## config.mk

```make
export PLATFORM = sky130hd
export DESIGN_NAME = sai_fin
export DESIGN_NICKNAME = d
export VERILOG_FILES = /design/src/rtl/core/sai_pkg.sv /design/src/rtl/core/sai_fin.sv
export SDC_FILE = /design/constraint.sdc
export NUM_CORES = 1
export LEC_CHECK = 0
export BUFFER_PORTS_ARGS = -buffer_cell sky130_fd_sc_hd__clkbuf_2
export CAP_MARGIN = 10
export CORE_MARGIN = 5
export CORE_UTILIZATION = 40
export DETAILED_ROUTE_END_ITERATION = 8
export PLACE_DENSITY_LB_ADDON = 0.08
export SETUP_SLACK_MARGIN = 0.02
export SLEW_MARGIN = 20
export SYNTH_ARGS = -nofsm -noshare
export SYNTH_HDL_FRONTEND = slang
export SYNTH_SLANG_ARGS = --single-unit
```

## constraint.sdc

```tcl
create_clock -name vclk -period 5.4
set_input_delay 0.27 -clock vclk [all_inputs]
set_output_delay 0.27 -clock vclk [all_outputs]
set_load 0.005 [all_outputs]
```

## src/rtl/core/sai_pkg.sv

```systemverilog
// Package for the saturating integer ALU: payload structs, operation codes,
// pipeline stage struct and clamp constants. No dependencies.
package sai_pkg;

   localparam logic [3:0] KIND_ADD32 = 4'd0;
   localparam logic [3:0] KIND_SUB32 = 4'd1;
   localparam logic [3:0] KIND_MUL32 = 4'd2;
   localparam logic [3:0] KIND_DIV32 = 4'd3;
   localparam logic [3:0] KIND_ADD64 = 4'd4;
   localparam logic [3:0] KIND_SUB64 = 4'd5;
   localparam logic [3:0] KIND_MUL64 = 4'd6;
   localparam logic [3:0] KIND_DIV64 = 4'd7;
   localparam logic [3:0] KIND_ADDU  = 4'd8;
   localparam logic [3:0] KIND_SUBU  = 4'd9;
   localparam logic [3:0] KIND_MULU  = 4'd10;

   localparam logic [63:0] S32_TOP    = 64'h0000_0000_7FFF_FFFF;
   localparam logic [63:0] S32_BOTTOM = 64'hFFFF_FFFF_8000_0000;
   localparam logic [63:0] INT32_NMAG = 64'h0000_0000_8000_0000;
   localparam logic [63:0] S64_TOP    = 64'h7FFF_FFFF_FFFF_FFFF;
   localparam logic [63:0] S64_BOTTOM = 64'h8000_0000_0000_0000;
   localparam logic [63:0] U32_TOP    = 64'h0000_0000_FFFF_FFFF;

   localparam int unsigned NUM_CELLS = 64;

   typedef enum logic [1:0] {
      MODE_PASS,
      MODE_MUL,
      MODE_DIV
   } mode_type;

   typedef struct packed {
      logic [3:0]         kind;
      logic signed [63:0] operand_a;
      logic signed [63:0] operand_b;
   } req_type;

   typedef struct packed {
      logic signed [63:0] result;
      logic               overflow;
      logic               divide_by_zero;
   } rsp_type;

   // acc: product or partial remainder (or the final result in pass mode)
   // sh:  multiplier bits or dividend bits, quotient shifts in at the bottom
   // mb:  multiplicand or divisor magnitude
   typedef struct packed {
      logic [3:0]  kind;
      mode_type    mode;
      logic        neg;
      logic        big;
      logic        ovf;
      logic        dbz;
      logic [63:0] acc;
      logic [63:0] sh;
      logic [63:0] mb;
   } stage_type;

   function automatic logic [63:0] mag64(input logic [63:0] x);
      return x[63] ? (64'd0 - x) : x;
   endfunction

endpackage

```

## src/rtl/core/sai_fin.sv

```systemverilog
// Result stage of the saturating ALU: signs the chain's magnitude and clamps
// it to the operation's range, or passes decode results. Uses sai_pkg.
module sai_fin (
   input  sai_pkg::stage_type stage,
   output sai_pkg::rsp_type   rsp
);

   logic [63:0] mag;
   logic [63:0] lim_pos;
   logic [63:0] lim_neg;
   logic [63:0] max_v;
   logic [63:0] min_v;
   logic        clip;

   assign mag = (stage.mode == sai_pkg::MODE_DIV) ? stage.sh : stage.acc;

   always_comb begin
      unique case (stage.kind) inside
         sai_pkg::KIND_MUL32, sai_pkg::KIND_DIV32: begin
            lim_pos = sai_pkg::S32_TOP;
            lim_neg = sai_pkg::INT32_NMAG;
            max_v   = sai_pkg::S32_TOP;
            min_v   = sai_pkg::S32_BOTTOM;
         end
         sai_pkg::KIND_MULU: begin
            lim_pos = sai_pkg::U32_TOP;
            lim_neg = sai_pkg::U32_TOP;
            max_v   = sai_pkg::U32_TOP;
            min_v   = '0;
         end
         default: begin
            lim_pos = sai_pkg::S64_TOP;
            lim_neg = sai_pkg::S64_BOTTOM;
            max_v   = sai_pkg::S64_TOP;
            min_v   = sai_pkg::S64_BOTTOM;
         end
      endcase
   end

   assign clip = stage.big | (stage.neg ? (mag > lim_neg) : (mag > lim_pos));

   always_comb begin
      rsp = '0;
      if (stage.mode == sai_pkg::MODE_PASS) begin
         rsp.result         = stage.acc;
         rsp.overflow       = stage.ovf;
         rsp.divide_by_zero = stage.dbz;
      end else if (clip) begin
         rsp.result   = stage.neg ? min_v : max_v;
         rsp.overflow = 1'b1;
      end else begin
         rsp.result = stage.neg ? (64'd0 - mag) : mag;
      end
   end

endmodule

```

==> impl_metrics.yaml, run 1 <==
outcome:
  run_status: "completed"
worst_setup_path:
  worst_ep_required_time_ps: 5130
  cp.buffers_inverters: 5
  worst_setup_path_start_kind: "input pin"
  critPathMaxFanout: 33
  end_kind: "output port"
  critical_path_class: "in2out"
  crit_path_cell_trace: "clkbuf_2, nor3b_1, or2_2, inv_1, ha_1, nand3_1, a2111oi_0, buf_4, a21boi_0, or3b_1, o2111ai_2, o21a_2, o2111ai_4, buf_12, o211ai_1, clkbuf_2"
  cell_type_with_the_highest_occurrence_count_on_the_critical_path: "clkbuf_2"
  crit_slowest_cell: "or2_2"
  timing.critical_path.max_delay_family: "simple AND/OR/NAND/NOR gates"
  timing.critical_path.arrival_ps: 4640
  worst_path_largest_cell_delay_ps: 710
yosys:
  compound_cell_area_share_of_the_yosys_netlist_pct: 28.4
  synth.largest_area_cell: "ha_1"
  post-synth-top-area-fraction_pct: 11.3
  yosys.area_share.simple_pct: 32.4
  syn-num-nets: 1165
  synth_xor_area_share_pct: 6.74
  synth.area.mux_share_pct: 13.1
  synth_cell_types: 79
  dominant_combinational_cell_family_by_area_after_synthesis: "simple AND/OR/NAND/NOR gates"
  synth_sequential_area_ratio_pct: 0
  synthesis_warning_total: 0
  synthesis.instances: 909
  post_synth_fa_ha_maj_area_fraction_pct: 11.5
  post_synth_instance_area_sq_um: 5970
  synth.area.top_cells: "ha_1, mux2i_1, nand2_1"
  syn-mean-instance-area_sq_um: 6.57
route:
  dr_total_vias: 7503
  detail_route.iter0.violations: 595
  drtPass1Iterations: 7
  route.detailed.vias_per_inst: 5.91
  top_layer_used: "met4"
  drtAntennaViolNets: 0
  wirelength_um: 23200
  met1_length_um: 11000
  post_dr_wirelength_cell_um: 18.3
  metal3_wl_um: 1580
  detailed_routed_wire_length_on_met2_um: 10300
  remaining_drc_errors: 0
final_layout:
  seqCellArea_sq_um: 0
  final_net_count: 1343
  seq_cells: 0
  syn_to_final_growth_pct: 19.4
  final_layout_size_suffix_gt1_share_pct: 26.6
  filler_cell_count: 1575
  n_antenna_cell: 0
  clock_buffers: 0
placed_design:
  gpl.final_weighted_congestion: 0.912
  hpwl_um: 19000
  placement.io_buffers: 204
  pre_cts_slack_ps: 619
global_routing:
  grt_pass1_wl_um: 37100
  grt_max_degree: 52
  number_of_antenna_violations_at_the_first_check_in_global_routing: 0
  track_usage_pct: 24.7
  vias_in_the_first_global_route: 7032
  grt-ovfl-total: 0
timing:
  timing.slew.headroom_pct: 32.0
  period_minus_slack_ps: 4910
  final_number_of_hold_violating_endpoints: 0
  post-route-period-util_pct: 90.9
  tightest_slew_ps: 1020
  fin_ws_ps: 492
  rsz0062_at_grt: "false"
  achievable-frequency_mhz: 204
  final_setup_violation_count: 0
  slew_viol_final: 0
  final.setup.tns_ps: 0
worst_hold_path:
  hp-class: "in2out"
power:
  cellPowerDensity_nw_per_um2: 97.0
  max_rail_drop_vdd_v: 0.0000371
  netSwitchingFraction_pct: 58.9
  sequentialPowerShare_pct: 0
  power.net_switching_uw: 407
  clock_network_power_share_pct: 0
  p_comb_share_pct: 100.0
  leakage_power_summed_over_all_cells_uw: 0.00336
  cellInternalPower_uw: 285
die:
  row_count: 44
  die_area_sq_um: 17500
  io_pins: 268
  floorplan.initialDensity_pct: 41.0
  die-height_um: 132
  die_width_um: 132
  design.core.area_sq_um: 14600
flow_run:
  max-cap-violations: 0
clock_network:
  postCtsResizedCells: 0
  cts_hold_buffers: 0
  post_cts_buffers: 0
==> Yosys cell counts (all sizes together), types with 2 or more instances <==
library cell,count
o31a,3
a22oi,4
o21a,6
xnor2,22
ha,54
a211oi,13
or4b,5
and4b,2
a311oi,2
o21ai,50
nor2b,2
or4,6
a21oi,58
nor2,106
nand2,149
clkbuf,25
nand3b,3
o2111ai,3
o22ai,2
a2111oi,3
nand2b,5
inv,34
or2,5
nand3,21
mux2i,59
a21o,6
buf,28
o41ai,6
nand4,28
or3,14
o31ai,22
nor3,32
xor2,24
a31oi,17
and3,4
a21boi,2
nor4,12
o211ai,42
mux2,15
==> power by group through the flow <==
stage                     sequential (uW)  clock (uW)  combinational (uW)
final                                   0           0                 692
after global routing                    0           0                 767
after floorplan                         0           0                 429
after CTS                               0           0                 691
after global placement                  0           0                 687
after detailed placement                0           0                 688
==> cells in the final DEF (no fill, tap or decap), types with 9 or more instances in the layout <==
cell and n:
a211oi_1 13, a21oi_1 58, a31oi_1 17, buf_4 22, clkbuf_2 204, ha_1 54
inv_1 32, mux2_2 14, mux2i_1 56, nand2_1 149, nand3_1 20, nand4_1 27
nor2_1 105, nor3_1 31, o211ai_1 27, o211ai_2 15, o21ai_0 40, o21ai_1 9
o31ai_1 22, or3_1 14, xnor2_1 22, xor2_1 24
==> final cells by class <==
cell class | count | area [sq um] | area share (%)
repair buffers | 229 | 1250 | 17.5
well taps | 184 | 230 | 3.23
inverters | 35 | 131 | 1.84
multi-input cells | 821 | 5520 | 77.5
==> logic make-up after synthesis <==
| group | count (synthesis) |
|---|---|
| buf+inv | 88 |
| fa+ha+maj | 55 |
| mux | 74 |
| simple gates | 400 |
| compound gates | 246 |
| xor+xnor | 46 |
==> final timing paths <==
| check | from | end | slack [ps] | cells after the start |
|---|---|---|---|---|
| hold / removal | stage[192] | rsp[0] | 820 | 3 |
| setup / recovery | stage[200] | rsp[47] | 490 | 16 |
==> through the flow <==
stage | instance area, sq um | cells | total power, uW | hold WS (ps) | util [%]
3_5_place_dp | 7130 | 1269 | 688 | 817 | 48.9
5_1_grt | 7130 | 1269 | 767 | 856 | 48.9
2_1_floorplan | 5970 | 909 | 429 | 634 | -
4_1_cts | 7130 | 1269 | 691 | 818 | 48.9
3_3_place_gp | 7130 | 1269 | 687 | 818 | 48.9
6_report | 7130 | 1269 | 692 | 817 | 48.9
==> metal layers <==
metal | up-vias | track usage (%)
met5 | - | 0
met4 | 0 | 2.66
met3 | 26 | 3.44
met2 | 291 | 39.7
met1 | 3449 | 36.1
li1 | 3737 | -
Power figures use the tool's default switching activity.
==> inputs of run 2 (changes only) <==
--- a/config.mk
+++ b/config.mk
@@ -5,6 +5,7 @@
 export SDC_FILE = /design/constraint.sdc
 export NUM_CORES = 1
 export LEC_CHECK = 0
+export ABC_AREA = 1
 export BUFFER_PORTS_ARGS = -buffer_cell sky130_fd_sc_hd__clkbuf_2
 export CAP_MARGIN = 10
 export CORE_MARGIN = 5
==> run 2 against run 1 <==
Against the previous run: routed wire length is 23% higher; hold slack worse by 29 ps; utilization is 2.1 points lower; highest routed layer is now met5.
==> impl_metrics.yaml, run 2 <==
worst_setup_path:
  critPathMaxFanout: 31
  crit_path_cell_trace: "clkbuf_2, inv_2, nor2_2, nand2_1, nand2_1, ha_1, a21oi_1, o21ai_0, nand2_1, nand3_1, nand2_1, a21oi_1, nor2_1, nor2_1, nor2_4, nand2_2, nand2_2, nand2_1, nand2_1, nand2_1, clkbuf_2"
  timing.critical_path.max_delay_family: "simple AND/OR/NAND/NOR gates"
  timing.critical_path.arrival_ps: 4650
  worst_setup_path_start_kind: "input pin"
  end_kind: "output port"
  critical_path_class: "in2out"
  cp.buffers_inverters: 3
  worst_path_largest_cell_delay_ps: 790
  worst_ep_required_time_ps: 5130
  crit_slowest_cell: "nor2_2"
  cell_type_with_the_highest_occurrence_count_on_the_critical_path: "nand2_1"
flow_run:
  max-cap-violations: 0
die:
  design.core.area_sq_um: 17100
  io_pins: 268
  die-height_um: 141
  die_width_um: 141
  floorplan.initialDensity_pct: 40.4
  row_count: 48
  die_area_sq_um: 20000
global_routing:
  vias_in_the_first_global_route: 8447
  grt_max_degree: 68
  number_of_antenna_violations_at_the_first_check_in_global_routing: 1
  grt-ovfl-total: 0
  grt_pass1_wl_um: 44500
  track_usage_pct: 27.0
final_layout:
  filler_cell_count: 2038
  seq_cells: 0
  most_common_cell_after_layout_fill_and_taps_aside: "nand2_1"
  clock_buffers: 0
  layout_common_cells: "nand2_1, clkbuf_2, nor2_1, nand3_1, inv_1"
  n_antenna_cell: 0
  syn_to_final_growth_pct: 15.7
  final_net_count: 1887
  seqCellArea_sq_um: 0
  final_layout_size_suffix_gt1_share_pct: 17.6
timing:
  achievable-frequency_mhz: 203
  rsz0062_at_grt: "false"
  timing.slew.headroom_pct: 35.6
  final.setup.tns_ps: 0
  final_setup_violation_count: 0
  post-route-period-util_pct: 91.2
  slew_viol_final: 0
  tightest_slew_ps: 965
  final_number_of_hold_violating_endpoints: 0
  period_minus_slack_ps: 4920
clock_network:
  cts_hold_buffers: 0
  postCtsResizedCells: 0
  post_cts_buffers: 0
power:
  cellPowerDensity_nw_per_um2: 96.9
  finalPower_uw: 775
  leakage_power_summed_over_all_cells_uw: 0.00485
  max_rail_drop_vdd_v: 0.0000807
yosys:
  yosys.area_share.simple_pct: 65.6
  synthesis_warning_total: 0
  post_synth_instance_area_sq_um: 6920
  synth.area.top_cells: "nand2_1, ha_1, nor2_1"
  synth_xor_area_share_pct: 4.94
  dominant_combinational_cell_family_by_area_after_synthesis: "simple AND/OR/NAND/NOR gates"
  top_cell_types_by_occurrence_after_synthesis: "nand2_1, nor2_1, nand3_1"
  yosys.cell_count.top_type: "nand2_1"
  post-synth-top-area-fraction_pct: 39.4
  syn-num-nets: 1719
  syn-mean-instance-area_sq_um: 4.73
  synth.area.mux_share_pct: 0
  post_synth_fa_ha_maj_area_fraction_pct: 9.77
  synthesis.instances: 1463
  synth_cell_types: 36
  synth_sequential_area_ratio_pct: 0
  synth.largest_area_cell: "nand2_1"
  compound_cell_area_share_of_the_yosys_netlist_pct: 6.46
outcome:
  run_status: "completed"
placed_design:
  gpl.final_weighted_congestion: 0.937
  hpwl_um: 22700
  placement.io_buffers: 204
route:
  wirelength_um: 28600
  drtPass1Iterations: 6
  post_dr_wirelength_cell_um: 15.4
  remaining_drc_errors: 0
  drtAntennaViolNets: 0
  detail_route.iter0.violations: 668
  dr_total_vias: 9261
  route.detailed.vias_per_inst: 5.00
worst_hold_path:
  hp-class: "in2out"
## run 2: per-stage QoR
stage,instance area [sq um],std cells,hold WS [ps],util (%),setup WS [ps]
6_report,8000,1854,788,46.7,478
5_1_grt,8000,1854,819,46.7,87.1
4_1_cts,7990,1853,792,46.7,410
3_5_place_dp,7990,1853,792,46.7,430
3_3_place_gp,7990,1853,787,46.7,445
2_1_floorplan,6920,1463,611,-,1870
## run 2: cell type report
type	count	area (sq um)	share of cell area, %
multi-input combinational	1272	6010	75.1
timing repair buffer	227	1220	15.2
inverter	130	488	6.10
tap	225	282	3.52
## run 2: per-layer routing
layer | vias up | track usage [%] | routed length, um | share of wire (%)
li1 | 4910 | - | - | -
met1 | 4043 | 35.8 | 12700 | 44
met2 | 268 | 48.8 | 13900 | 48
met3 | 38 | 1.69 | 1420 | 5.0
met4 | 2 | 4.55 | 610 | 2.1
met5 | - | 0 | 13 | 0.045
## run 2: kinds of logic (layout without fill, tap and decap cells)
kind of cell | count (synthesis) | after routing
and+or+nand+nor | 1099 | 1100
xor gates and xnor gates | 39 | 39
adders and majority gates | 54 | 54
buffers and inverters | 192 | 357
AOI/OAI and AO/OA | 79 | 79
## run 2: where the power goes
group	leakage, uW	switching (uW)	internal [uW]	total, uW
logic	0.00485	495	280	775
registers	0	0	0	0
clock network	0	0	0	0
## run 2: worst paths after layout
check / startpoint / endpoint / slack [ps] / depth (start not counted)
setup / recovery: stage[197] / rsp[34] / 480 / 21
hold / removal: stage[192] / rsp[0] / 790 / 4
