==> src/rtl/core/sai_pkg.sv <==
// Package for the saturating integer ALU: payload structs, operation codes,
// pipeline stage struct and clamp constants. No dependencies.
package sai_pkg;

   localparam logic [3:0] KIND_ADD32 = 4'd0;
   localparam logic [3:0] KIND_SUB32 = 4'd1;
   localparam logic [3:0] KIND_MUL32 = 4'd2;
   localparam logic [3:0] KIND_DIV32 = 4'd3;
   localparam logic [3:0] KIND_ADD64 = 4'd4;
   localparam logic [3:0] KIND_SUB64 = 4'd5;
   localparam logic [3:0] KIND_MUL64 = 4'd6;
   localparam logic [3:0] KIND_DIV64 = 4'd7;
   localparam logic [3:0] KIND_ADDU  = 4'd8;
   localparam logic [3:0] KIND_SUBU  = 4'd9;
   localparam logic [3:0] KIND_MULU  = 4'd10;

   localparam logic [63:0] S32_TOP    = 64'h0000_0000_7FFF_FFFF;
   localparam logic [63:0] S32_BOTTOM = 64'hFFFF_FFFF_8000_0000;
   localparam logic [63:0] INT32_NMAG = 64'h0000_0000_8000_0000;
   localparam logic [63:0] S64_TOP    = 64'h7FFF_FFFF_FFFF_FFFF;
   localparam logic [63:0] S64_BOTTOM = 64'h8000_0000_0000_0000;
   localparam logic [63:0] U32_TOP    = 64'h0000_0000_FFFF_FFFF;

   localparam int unsigned NUM_CELLS = 64;

   typedef enum logic [1:0] {
      MODE_PASS,
      MODE_MUL,
      MODE_DIV
   } mode_type;

   typedef struct packed {
      logic [3:0]         kind;
      logic signed [63:0] operand_a;
      logic signed [63:0] operand_b;
   } req_type;

   typedef struct packed {
      logic signed [63:0] result;
      logic               overflow;
      logic               divide_by_zero;
   } rsp_type;

   // acc: product or partial remainder (or the final result in pass mode)
   // sh:  multiplier bits or dividend bits, quotient shifts in at the bottom
   // mb:  multiplicand or divisor magnitude
   typedef struct packed {
      logic [3:0]  kind;
      mode_type    mode;
      logic        neg;
      logic        big;
      logic        ovf;
      logic        dbz;
      logic [63:0] acc;
      logic [63:0] sh;
      logic [63:0] mb;
   } stage_type;

   function automatic logic [63:0] mag64(input logic [63:0] x);
      return x[63] ? (64'd0 - x) : x;
   endfunction

endpackage

==> src/rtl/core/sai_cell.sv <==
// One cell of the multiply/divide chain: a single shift-add or
// shift-subtract step on one operand bit, registered. Uses sai_pkg.
module sai_cell (
   input  logic               clock,
   input  logic               reset,
   input  logic               advance,
   input  logic               prev_valid,
   input  sai_pkg::stage_type prev_stage,
   output logic               valid_ff,
   output sai_pkg::stage_type stage_ff
);

   sai_pkg::stage_type step_in;
   logic [65:0]        mul_sum;
   logic [64:0]        rem_wide;
   logic [64:0]        rem_diff;

   assign mul_sum  = {1'b0, prev_stage.acc, 1'b0} +
                     {2'b00, (prev_stage.sh[63] ? prev_stage.mb : 64'd0)};
   assign rem_wide = {prev_stage.acc, prev_stage.sh[63]};
   assign rem_diff = rem_wide - {1'b0, prev_stage.mb};

   always_comb begin
      step_in = prev_stage;
      case (prev_stage.mode)
         sai_pkg::MODE_MUL: begin
            // product above 64 bits only grows from here: keep it sticky
            step_in.acc = mul_sum[63:0];
            step_in.big = prev_stage.big | (mul_sum[65:64] != 2'b00);
            step_in.sh  = {prev_stage.sh[62:0], 1'b0};
         end
         sai_pkg::MODE_DIV: begin
            if (rem_wide >= {1'b0, prev_stage.mb}) begin
               step_in.acc = rem_diff[63:0];
               step_in.sh  = {prev_stage.sh[62:0], 1'b1};
            end else begin
               step_in.acc = rem_wide[63:0];
               step_in.sh  = {prev_stage.sh[62:0], 1'b0};
            end
         end
         default: begin
            step_in = prev_stage;
         end
      endcase
   end

   always_ff @(posedge clock) begin
      if (reset) begin
         valid_ff <= 1'b0;
      end else if (advance) begin
         valid_ff <= prev_valid;
      end
   end

   always_ff @(posedge clock) begin
      if (advance) begin
         stage_ff <= step_in;
      end
   end

endmodule

==> config.mk <==
export PLATFORM = sky130hd
export DESIGN_NAME = sai_cell
export DESIGN_NICKNAME = d
export VERILOG_FILES = /design/src/rtl/core/sai_pkg.sv /design/src/rtl/core/sai_cell.sv
export SDC_FILE = /design/constraint.sdc
export NUM_CORES = 1
export LEC_CHECK = 0
export BUFFER_PORTS_ARGS = -buffer_cell sky130_fd_sc_hd__buf_2
export CORE_MARGIN = 5
export CORE_UTILIZATION = 55
export DETAILED_ROUTE_END_ITERATION = 16
export PLACE_DENSITY = 0.85
export SYNTH_ARGS = -nofsm -noshare
export SYNTH_HDL_FRONTEND = slang
export SYNTH_SLANG_ARGS = --single-unit
==> constraint.sdc <==
create_clock -name clock -period 5.95 [get_ports clock]
set_clock_uncertainty 0.05 [all_clocks]
set_input_delay 1.785 -clock clock [delete_from_list [all_inputs] [get_ports clock]]
set_output_delay 1.785 -clock clock [all_outputs]
set_load 0.03 [all_outputs]
==> qor.txt, run 1 <==
Status = completed
Final setup violating endpoints = 0
Synth cell types = 92
WP depth = 17
Leakage power = 0.00915 uW
Reg2reg start = valid_ff
First-pass iteration count of the detailed router = 6
Overall Global Routing Usage = 32.5%
Slowest cell delay on critical path = 490 ps
Power, Total = 5090 uW
First-pass GRT wire length = 89600 um
Clk root buf = clkbuf_16
Num ports = 409
Die area = 34500 um^2
Vias in the first global route = 16700
Yosys warning count = 0
Post-synth EDFFs = 202
# Post-CTS Setup Buffers = 0
Clock latency on the worst-skew pair = 520 ps
Iter 0 DRT Violations = 1520
Clk sinks = 203
Setup_tns = 0 ps
Remaining DRCs = 0
Initial Util = 55.6%
R2r setup slk = 5280 ps
Per-cell routed wire length = 22.4 um
CP top delay family = compound AO/OA/AOI/OAI gates
Worst hold path type = flip-flop to flip-flop
Die X = 186 um
Hold Vio Cnt, Final = 0
Critical path class = input pin to flip-flop
Syn Inst Count = 1851
Fmax = 0.183 GHz
Syn_nets = 2189
Synthesized cell area = 17000 um^2
Post-DR vias/cell = 6.38
WP data arrival = 5690 ps
Clock buffer count from CTS = 23
WL final = 59500 um
Ys flop type = edfxtp_1
Final worst path period share = 91.9%
Routed via count = 16900
Worst Tran Pin Value = 959 ps
WP data required = 6170 ps
H-tree depth = 1
Num rows = 64
CP Launch Type = input pin
Synthesis-to-layout area growth = 19.5%
Initial antenna violation count = 9
Sequential area share after synthesis = 35.9%
RSZ-0062 raised after global routing = false
PostCTS Resize Cnt = 0
Critical Path End Type = flip-flop
Routability cong. = 0.984
Largest fanout on the critical path = 20
Number of max-slew violations in the final report = 0
Power Density = 251 nW/um^2
Peak VDD IR = 192 uV
Slew HR = 35.9%
Largest net degree at the start of global routing = 86
Grt ovf = 0
Layout Nets = 2567
Slowest cell on crit path = a221oi_1
Max cap viols = 0
Synth Register Bits = 203
Hold buffer count at CTS = 0
RR Endpoint = valid_ff
Die height = 186 um
Number of routed nets with antenna violations = 0
Worst hold start = valid_ff
Hold EP = valid_ff
Max Root-Sink Buffers = 3
Clock slew at reported path FFs = 60 ps
Ys async rst share = 0%
Layout cells sized above 1 = 25.0%
CORE AREA = 30500 um^2
Count of buffer and inverter cells on the critical path = 4
HPWL after DPL = 46700 um
Worst Reg2Reg Path Length in Cells = 2
Fin crit period = 5470 ps
IO buf count = 408
Hold Crit Depth = 2
TritonCTS clock tree = done
Post-Syn Area per Cell = 9.17 um^2
Critical Path, Cell by Cell = buf_2 -> inv_2 -> buf_4 -> nor2_1 -> ha_1 -> a21oi_1 -> o211ai_1 -> a221oi_1 -> a211oi_2 -> o211ai_1 -> a211oi_1 -> o21bai_1 -> nor3_1 -> o31ai_1 -> buf_4 -> a21o_1 -> nand2_1
-- flip-flops by register name (all words and copies together), names as in the netlist --
signal    count
stage_ff    202
valid_ff      1
-- cell families after synthesis --
kind of cell,count (synthesis),synth area share [%]
XOR/XNOR,106,5.47
buffers and inverters,212,5.07
multiplexers,48,3.29
AO/OA/AOI/OAI,669,27.1
adder cells (fa/ha/maj),132,9.82
AND/OR/NAND/NOR,481,13.4
flip-flops,203,35.9
-- layer usage --
| layer | vias to the layer above | track usage, % | part of all wire [%] |
|---|---|---|---|
| met5 | - | 0 | 0 |
| met4 | 0 | 16.5 | 5.7 |
| met3 | 207 | 5.82 | 10 |
| met2 | 1056 | 54.1 | 47 |
| met1 | 7924 | 40.7 | 37 |
| li1 | 7729 | - | - |
-- placed cells by master (no fill, tap or decap), types with 5 or more instances in the layout --
| cell type | Yosys | layout |
|---|---|---|
| a211oi_1 | 21 | 21 |
| a21o_1 | 85 | 85 |
| a21oi_1 | 167 | 167 |
| a21oi_2 | 5 | 5 |
| a221o_1 | 7 | 7 |
| a221oi_1 | 14 | 14 |
| a22o_1 | 63 | 63 |
| a22oi_1 | 40 | 40 |
| a31oi_1 | 13 | 13 |
| and2_1 | 5 | 5 |
| and3_1 | 19 | 19 |
| and4_1 | 10 | 10 |
| buf_2 | 15 | 407 |
| buf_4 | 2 | 51 |
| clkbuf_16 | 0 | 23 |
| diode_2 | 0 | 9 |
| edfxtp_1 | 202 | 202 |
| ha_1 | 130 | 129 |
| inv_1 | 102 | 102 |
| mux2_1 | 6 | 6 |
| mux2_2 | 16 | 16 |
| mux2_4 | 10 | 10 |
| mux2i_1 | 16 | 16 |
| nand2_1 | 142 | 142 |
| nand2b_1 | 12 | 12 |
| nand3_1 | 36 | 36 |
| nand4_1 | 38 | 38 |
| nor2_1 | 143 | 142 |
| nor2b_1 | 18 | 18 |
| nor3_1 | 29 | 29 |
| nor3b_1 | 5 | 5 |
| o211ai_1 | 12 | 12 |
| o21a_1 | 16 | 16 |
| o21ai_0 | 104 | 104 |
| o21ai_1 | 20 | 20 |
| o21bai_1 | 33 | 33 |
| o221ai_1 | 6 | 6 |
| o31ai_1 | 7 | 7 |
| xnor2_1 | 63 | 63 |
| xor2_1 | 43 | 43 |
-- worst max path at each step --
stage / start / to / slack (ps)
finish: prev_stage[127] / stage_ff[190] / 480
global route: prev_stage[127] / stage_ff[182] / 310
CTS: prev_stage[127] / stage_ff[190] / 640
detailed placement: prev_stage[127] / stage_ff[190] / 90
global placement: prev_stage[127] / stage_ff[190] / 200
floorplan: prev_stage[127] / stage_ff[190] / 720
-- worst min-delay path, cell delays in order (launching register included) --
cell and delay (ps):
dfxtp_1 340, mux2i_1 80, nor2_1 100
-- layout make-up --
type                       count  area [um^2]
antenna                        9         22.5
clock buffer                  27          601
clock inverter                15          140
fill                        2477        10200
inverter                     103          387
multi-input combinational   1436        10100
sequential                   203         6090
tap                          396          495
timing repair buffer         462         2490
-- power by group --
group / leakage (uW) / total, uW / internal [uW] / switching, uW
Sequential: 0.00197 / 1800 / 1750 / 41.9
Combinational: 0.00682 / 1890 / 670 / 1220
Clock: 0.000356 / 1410 / 812 / 595
-- through the flow --
step	cells	utilization, %	worst slack [ps]	hold WS (ps)	cell area [um^2]
finish	2651	66.5	482	502	20300
global route	2649	66.4	313	531	20300
global placement	2600	64.0	198	436	19500
detailed placement	2600	64.0	86.4	467	19500
CTS	2642	66.4	639	497	20300
floorplan	1851	-	721	580	17000
-- synthesized netlist by cell type (16+ instances only) --
master	n	share of area, %
a211oi_1	21	0.93
a21o_1	85	3.8
a21oi_1	167	4.9
a22o_1	63	3.3
a22oi_1	40	1.8
and3_1	19	0.70
clkbuf_1	85	1.9
edfxtp_1	202	36
ha_1	130	9.6
inv_1	102	2.3
mux2_2	16	1.1
mux2i_1	16	0.94
nand2_1	142	3.1
nand3_1	36	1.1
nand4_1	38	1.4
nor2_1	143	3.2
nor2b_1	18	0.66
nor3_1	29	0.86
o21a_1	16	0.71
o21ai_0	104	3.1
o21ai_1	20	0.59
o21bai_1	33	1.5
xnor2_1	63	3.3
xor2_1	43	2.2
(Power assumes the default switching activity.)
==> run 2, diff against run 1 <==
--- a/config.mk
+++ b/config.mk
@@ -7,9 +7,9 @@
 export LEC_CHECK = 0
 export BUFFER_PORTS_ARGS = -buffer_cell sky130_fd_sc_hd__buf_2
 export CORE_MARGIN = 5
-export CORE_UTILIZATION = 55
+export CORE_UTILIZATION = 50
 export DETAILED_ROUTE_END_ITERATION = 16
-export PLACE_DENSITY = 0.85
+export PLACE_DENSITY = 0.81
 export SYNTH_ARGS = -nofsm -noshare
 export SYNTH_HDL_FRONTEND = slang
 export SYNTH_SLANG_ARGS = --single-unit
==> constraint.sdc (replaced) <==
create_clock -name clock -period 4.48 [get_ports clock]
set_clock_uncertainty 0.05 [all_clocks]
set_input_delay 1.344 -clock clock [delete_from_list [all_inputs] [get_ports clock]]
set_output_delay 1.344 -clock clock [all_outputs]
set_load 0.03 [all_outputs]
==> run 2 against run 1 <==
Net effect: utilization increased by 5.0 points; clock power grew 52%; critical path depth grew 1; global-route usage rose by 0.94 points; first-iteration DRC count grew 16%; flip-flop and latch count unchanged; non-clock buffer count is 420 higher; die area rose by 9.5%; power increased by 48%.
==> qor.txt, run 2 (same netlist as run 1, synthesis figures left out) <==
Worst Reg2Reg Path Length in Cells = 2 (unchanged)
Finished Layout Cells = 3123 (+18%)
Max cap viols = 0 (unchanged)
Initial Util = 50.6% (-5.0 points)
CP dominant cell by count = buf_4
Clock buffer count from CTS = 24 (+4.3%)
Clk root buf = clkbuf_16
Fmax = 0.227 GHz
Hold Crit Depth = 2 (unchanged)
Hold buffer count at CTS = 0 (unchanged)
CORE AREA = 33500 um^2 (+9.9%)
Hold EP = valid_ff
Max Root-Sink Buffers = 3 (unchanged)
Clk sinks = 203 (unchanged)
Largest net degree at the start of global routing = 136 (+58%)
Vias in the first global route = 18900 (+13%)
Share of power burned in combinational logic = 40.0% (+2.9 points)
First-pass GRT wire length = 103000 um (+15%)
Reg area = 6090 um^2 (unchanged)
Final setup violating endpoints = 0 (unchanged)
Final core occ = 71.5% (+5.0 points)
WP depth = 18 (+1)
Initial antenna violation count = 11 (+2)
Slowest cell delay on critical path = 340 ps (-150 ps)
Worst hold start = valid_ff
Power Density = 315 nW/um^2 (+25%)
Filler cells = 2590 (+4.6%)
Most common cell after layout, fill and taps aside = buf_4
Number of max-slew violations in the final report = 0 (unchanged)
Leakage power = 0.0113 uW (+24%)
Count of buffer and inverter cells on the critical path = 6 (+2)
Remaining DRCs = 0 (unchanged)
CP Launch Type = input pin
H-tree depth = 1 (unchanged)
Num rows = 67 (+4.7%)
Final worst path period share = 98.2%
HPWL after DPL = 53300 um (+14%)
Overall Global Routing Usage = 33.4% (+0.94 points)
WP data arrival = 4610 ps (-1080 ps)
Setup_tns = 0 ps (unchanged)
Die height = 194 um (+4.6%)
Sequential Power Share = 31.7% (-3.6 points)
Die area = 37700 um^2 (+9.5%)
Max FFs per register = 202 (unchanged)
WP data required = 4690 ps (-1480 ps)
Most frequent cells in the layout = 461 x buf_4, 407 x buf_2, 202 x edfxtp_1
Routability cong. = 0.986 (+0.17%)
Peak VDD IR = 293 uV (+53%)
Psw = 2690 uW (+45%)
Layout cells sized above 1 = 38.2% (+13 points)
CP top delay family = compound AO/OA/AOI/OAI gates
Clock power share = 28.3% (+0.7 points)
IO buf count = 408 (unchanged)
Critical Path, Cell by Cell = buf_2 -> inv_1 -> ha_1 -> a21o_1 -> a21o_1 -> a221oi_1 -> buf_4 -> o211a_4 -> nor2_1 -> a311oi_2 -> buf_4 -> a21oi_4 -> nor2_4 -> buf_12 -> buf_4 -> mux2_4 -> a22oi_1 -> o21ai_1
First-pass iteration count of the detailed router = 6 (unchanged)
Largest fanout on the critical path = 15 (-25%)
Post-DR vias/cell = 6.01 (-5.9%)
Clock latency on the worst-skew pair = 540 ps (+20 ps)
Number of routed nets with antenna violations = 0 (unchanged)
Iter 0 DRT Violations = 1756 (+16%)
Fin crit period = 4400 ps
R2r setup slk = 3710 ps (-1570 ps)
Per-cell routed wire length = 21.9 um (-2.5%)
Grt ovf = 0 (unchanged)
Critical Path End Type = flip-flop
RR Endpoint = valid_ff
Worst Tran Pin Value = 811 ps (-149 ps)
Switching Fraction = 35.7% (-0.76 points)
Reg2reg start = valid_ff
Hold slack = 577 ps (+75.1 ps)
Multi-input gate area = 10300 um^2 (+2.6%)
Largest regs = stage_ff x202, valid_ff x1
Hold Vio Cnt, Final = 0 (unchanged)
RSZ-0062 raised after global routing = true
WL final = 68300 um (+15%)
Routed via count = 18800 (+11%)
Status = completed
Synthesis-to-layout area growth = 41.2%
Num ports = 409 (unchanged)
Slowest cell on crit path = ha_1
Biggest register = stage_ff
Layout Nets = 2988 (+16%)
Slew HR = 46.0% (+10 points)
Die X = 194 um (+4.6%)
Critical path class = input pin to flip-flop
Cell Count Post-Placement = 3063 (+18%)
Clock slew at reported path FFs = 60 ps (about the same)
Worst hold path type = flip-flop to flip-flop
Setup WS pre-CTS = -706 ps (-793 ps)
TritonCTS clock tree = done
Final worst setup slack = 81.8 ps (-400 ps)
Internal power = 4860 uW (+50%)
==> run 2: changes by cell type in the layout (fill, tap and decap cells not counted), sizes merged <==
cell,change
diode,-2
inv,+1
buf,+420
clkinvlp,-2
bufinv,+3
==> run 2: layer usage <==
metal / routed length, um / track usage [%] / share of wire, % / vias to the layer above
met4: 4390 / 17.6 / 6.4 / 0
met1: 25200 / 39.7 / 37 / 8760
met2: 32800 / 57.9 / 48 / 1127
met5: 0 / 0 / 0 / -
li1: - / - / - / 8585
met3: 5970 / 5.86 / 8.7 / 289
==> run 2: repair_timing <==
action | in CTS | in global routing
endpoints found under the setup margin | 2 | 30
resized for setup | 2 | 57
buffers inserted | 0 | 8
cloned | 0 | 0
pin swaps | 0 | 10
==> run 2: how the worst max path moves through the flow <==
stage | start | endpoint | slack (ps)
finish | prev_stage[30] | stage_ff[148] | 80
global route | prev_stage[127] | stage_ff[178] | -50
CTS | prev_stage[127] | stage_ff[194] | -30
detailed placement | prev_stage[127] | stage_ff[194] | -710
global placement | prev_stage[127] | stage_ff[194] | -570
floorplan | prev_stage[127] | stage_ff[190] | 40
==> run 2: metrics by stage <==
stage	instance area, um^2	total power [uW]
CTS	23600	7440
detailed placement	22700	5310
global route	24000	7850
global placement	22700	5250
floorplan	17000	4090
finish	24000	7550
==> run 2: cell type report <==
type	count	area share, %
antenna	7	0.0731
clock buffer	27	2.55
clock inverter	17	0.976
inverter	103	1.62
multi-input combinational	1436	43.0
sequential	203	25.4
tap	448	2.34
timing repair buffer	882	24.0
==> run 2: power groups by stage <==
stage	Clock (uW)	Combinational [uW]	Sequential [uW]
after floorplan	0	1270	2820
after global placement	0	2830	2420
after detailed placement	0	2880	2430
after CTS	2140	2910	2390
after global routing	2240	3200	2410
final	2140	3020	2390
==> run 2: worst min-delay path, cell delays in order, from the launching register on <==
cell and delay, ps:
dfxtp_1 360, mux2i_1 110, nor2_1 110
==> run 3, diff against run 2 <==
--- a/config.mk
+++ b/config.mk
@@ -8,6 +8,7 @@
 export BUFFER_PORTS_ARGS = -buffer_cell sky130_fd_sc_hd__buf_2
 export CORE_MARGIN = 5
 export CORE_UTILIZATION = 50
+export CTS_BUF_LIST = sky130_fd_sc_hd__clkbuf_16
 export DETAILED_ROUTE_END_ITERATION = 16
 export PLACE_DENSITY = 0.81
 export SYNTH_ARGS = -nofsm -noshare
==> run 3 against run 2 <==
Net effect: setup slack barely moved; final cell count unchanged; first-iteration DRC count shrank 0.46%; non-clock buffer count unchanged; sequential power is essentially flat; critical path depth unchanged; utilization is the same; clock power is essentially flat; register-to-register slack hardly changed; global-route usage is the same; routed wire length about the same; critical endpoint unchanged; largest cell class unchanged; highest routed layer unchanged.
==> qor.txt, run 3 (same netlist as run 1, synthesis figures left out) <==
Design area = 24000 um^2 (unchanged)
WP data arrival = 4610 ps (about the same)
Per-cell routed wire length = 21.9 um (about the same)
Count of buffer and inverter cells on the critical path = 6 (unchanged)
Iter 0 DRT Violations = 1748 (-0.46%)
Setup_tns = 0 ps (unchanged)
CP Launch Type = input pin
First-pass iteration count of the detailed router = 5 (-1)
Slowest cell delay on critical path = 340 ps (about the same)
TritonCTS clock tree = done
Number of max-slew violations in the final report = 0 (unchanged)
Hold Vio Cnt, Final = 0 (unchanged)
CP top delay family = compound AO/OA/AOI/OAI gates
Fin crit period = 4400 ps (+0.145 ps)
Die X = 194 um (unchanged)
Number of routed nets with antenna violations = 0 (unchanged)
Critical Path End Type = flip-flop
HPWL after DPL = 53300 um (unchanged)
Largest regs = stage_ff x202, valid_ff x1
Largest fanout on the critical path = 15 (unchanged)
Power Density = 315 nW/um^2 (about the same)
Critical Path, Cell by Cell = buf_2 -> inv_1 -> ha_1 -> a21o_1 -> a21o_1 -> a221oi_1 -> buf_4 -> o211a_4 -> nor2_1 -> a311oi_2 -> buf_4 -> a21oi_4 -> nor2_4 -> buf_12 -> buf_4 -> mux2_4 -> a22oi_1 -> o21ai_1
Most frequent cells in the layout = 461 x buf_4, 407 x buf_2, 202 x edfxtp_1
WL final = 68300 um (about the same)
Hold buffer count at CTS = 0 (unchanged)
Overall Global Routing Usage = 33.4% (unchanged)
Routability cong. = 0.986 (unchanged)
Biggest register = stage_ff
Critical path class = input pin to flip-flop
Most common cell after layout, fill and taps aside = buf_4
CORE AREA = 33500 um^2 (unchanged)
IO buf count = 408 (unchanged)
Power, Total = 7540 uW (about the same)
Worst hold path type = flip-flop to flip-flop
CP dominant cell by count = buf_4
Final setup violating endpoints = 0 (unchanged)
Final worst path period share = 98.2% (about the same)
Slowest cell on crit path = ha_1
Peak VDD IR = 293 uV (about the same)
Fmax = 0.227 GHz (about the same)
Status = completed
Clock slew at reported path FFs = 60 ps (about the same)
Layout Nets = 2988 (unchanged)
Clk root buf = clkbuf_16
Num rows = 67 (unchanged)
Worst Tran Pin Value = 808 ps (-2.70 ps)
Vias in the first global route = 18900 (unchanged)
Largest net degree at the start of global routing = 136 (unchanged)
Synthesis-to-layout area growth = 41.2% (unchanged)
Max Root-Sink Buffers = 3 (unchanged)
Layout cells sized above 1 = 38.2% (unchanged)
Max cap viols = 0 (unchanged)
First-pass GRT wire length = 103000 um (unchanged)
Num ports = 409 (unchanged)
Grt ovf = 0 (unchanged)
Clock buffer count from CTS = 24 (unchanged)
Hold slack = 562 ps (-15.0 ps)
Post-DR vias/cell = 5.99 (-0.21%)
Remaining DRCs = 0 (unchanged)
Initial Util = 50.6% (unchanged)
Dpl cell area = 22700 um^2 (unchanged)
Initial antenna violation count = 11 (unchanged)
Die height = 194 um (unchanged)
Clock latency on the worst-skew pair = 540 ps (about the same)
Slew HR = 46.1% (+0.18 points)
Max FFs per register = 202 (unchanged)
WP data required = 4690 ps (about the same)
Die area = 37700 um^2 (unchanged)
H-tree depth = 1 (unchanged)
RSZ-0062 raised after global routing = true
Filler cells = 2590 (unchanged)
Leakage power = 0.0113 uW (+0.11%)
Routed via count = 18700 (-0.21%)
Clk sinks = 203 (unchanged)
-- run 3: changes by cell type in the layout (fill, tap and decap cells not counted) --
cell      previous run  this run
clkbuf_1             3         0
inv_1              102       105
-- run 3: final cells by class --
| type | instances | area [um^2] | share of cell area, % |
|---|---|---|---|
| Antenna cell | 7 | 17.5 | 0.0731 |
| Clock buffer | 24 | 601 | 2.51 |
| Clock inverter | 20 | 245 | 1.02 |
| Inverter | 103 | 389 | 1.62 |
| Multi-Input combinational cell | 1436 | 10300 | 43.0 |
| Sequential cell | 203 | 6090 | 25.4 |
| Tap cell | 448 | 561 | 2.34 |
| Timing Repair Buffer | 882 | 5760 | 24.0 |
-- run 3: final timing paths --
kind,start,end,slack [ps],cells past startpoint
hold / removal,valid_ff,valid_ff,560,2
setup / recovery,prev_stage[30],stage_ff[148],80,18
hold reg to reg,valid_ff,valid_ff,560,2
setup reg to reg,valid_ff,valid_ff,3720,2
-- run 3: per-layer routing --
layer / vias to the layer above / global-route usage (%) / routed length [um]
met4: 0 / 17.6 / 4400
met5: - / 0 / 0
met2: 1122 / 57.9 / 32700
met1: 8732 / 39.7 / 25200
li1: 8581 / - / -
met3: 287 / 5.86 / 5970
-- run 3: report_power, final --
part / total [uW] / switching [uW] / internal, uW
Combinational: 3020 / 1770 / 1250
Clock: 2130 / 856 / 1270
Sequential: 2390 / 62.7 / 2330
Total: 7540 / 2690 / 4850
-- run 3: worst min-delay path, cell delays in order (launching register included) --
cell and delay (ps):
dfxtp_1 360, mux2i_1 110, nor2_1 100
-- run 3: timing repair --
item	4_1_cts	5_1_grt
buffers inserted	0	8
gates resized for setup	2	57
endpoints found under the setup margin	2	30
hold endpoints to repair	0	0
gates cloned	0	0
pin swaps	0	10
-- run 3: stage by stage --
stage | utilization [%] | std cells | setup slack, ps
after floorplan | - | 1851 | 43.2
after global placement | 67.8 | 3063 | -571
after detailed placement | 67.8 | 3063 | -706
after CTS | 70.4 | 3107 | -31.1
after global routing | 71.5 | 3122 | -47.6
final | 71.5 | 3123 | 81.6
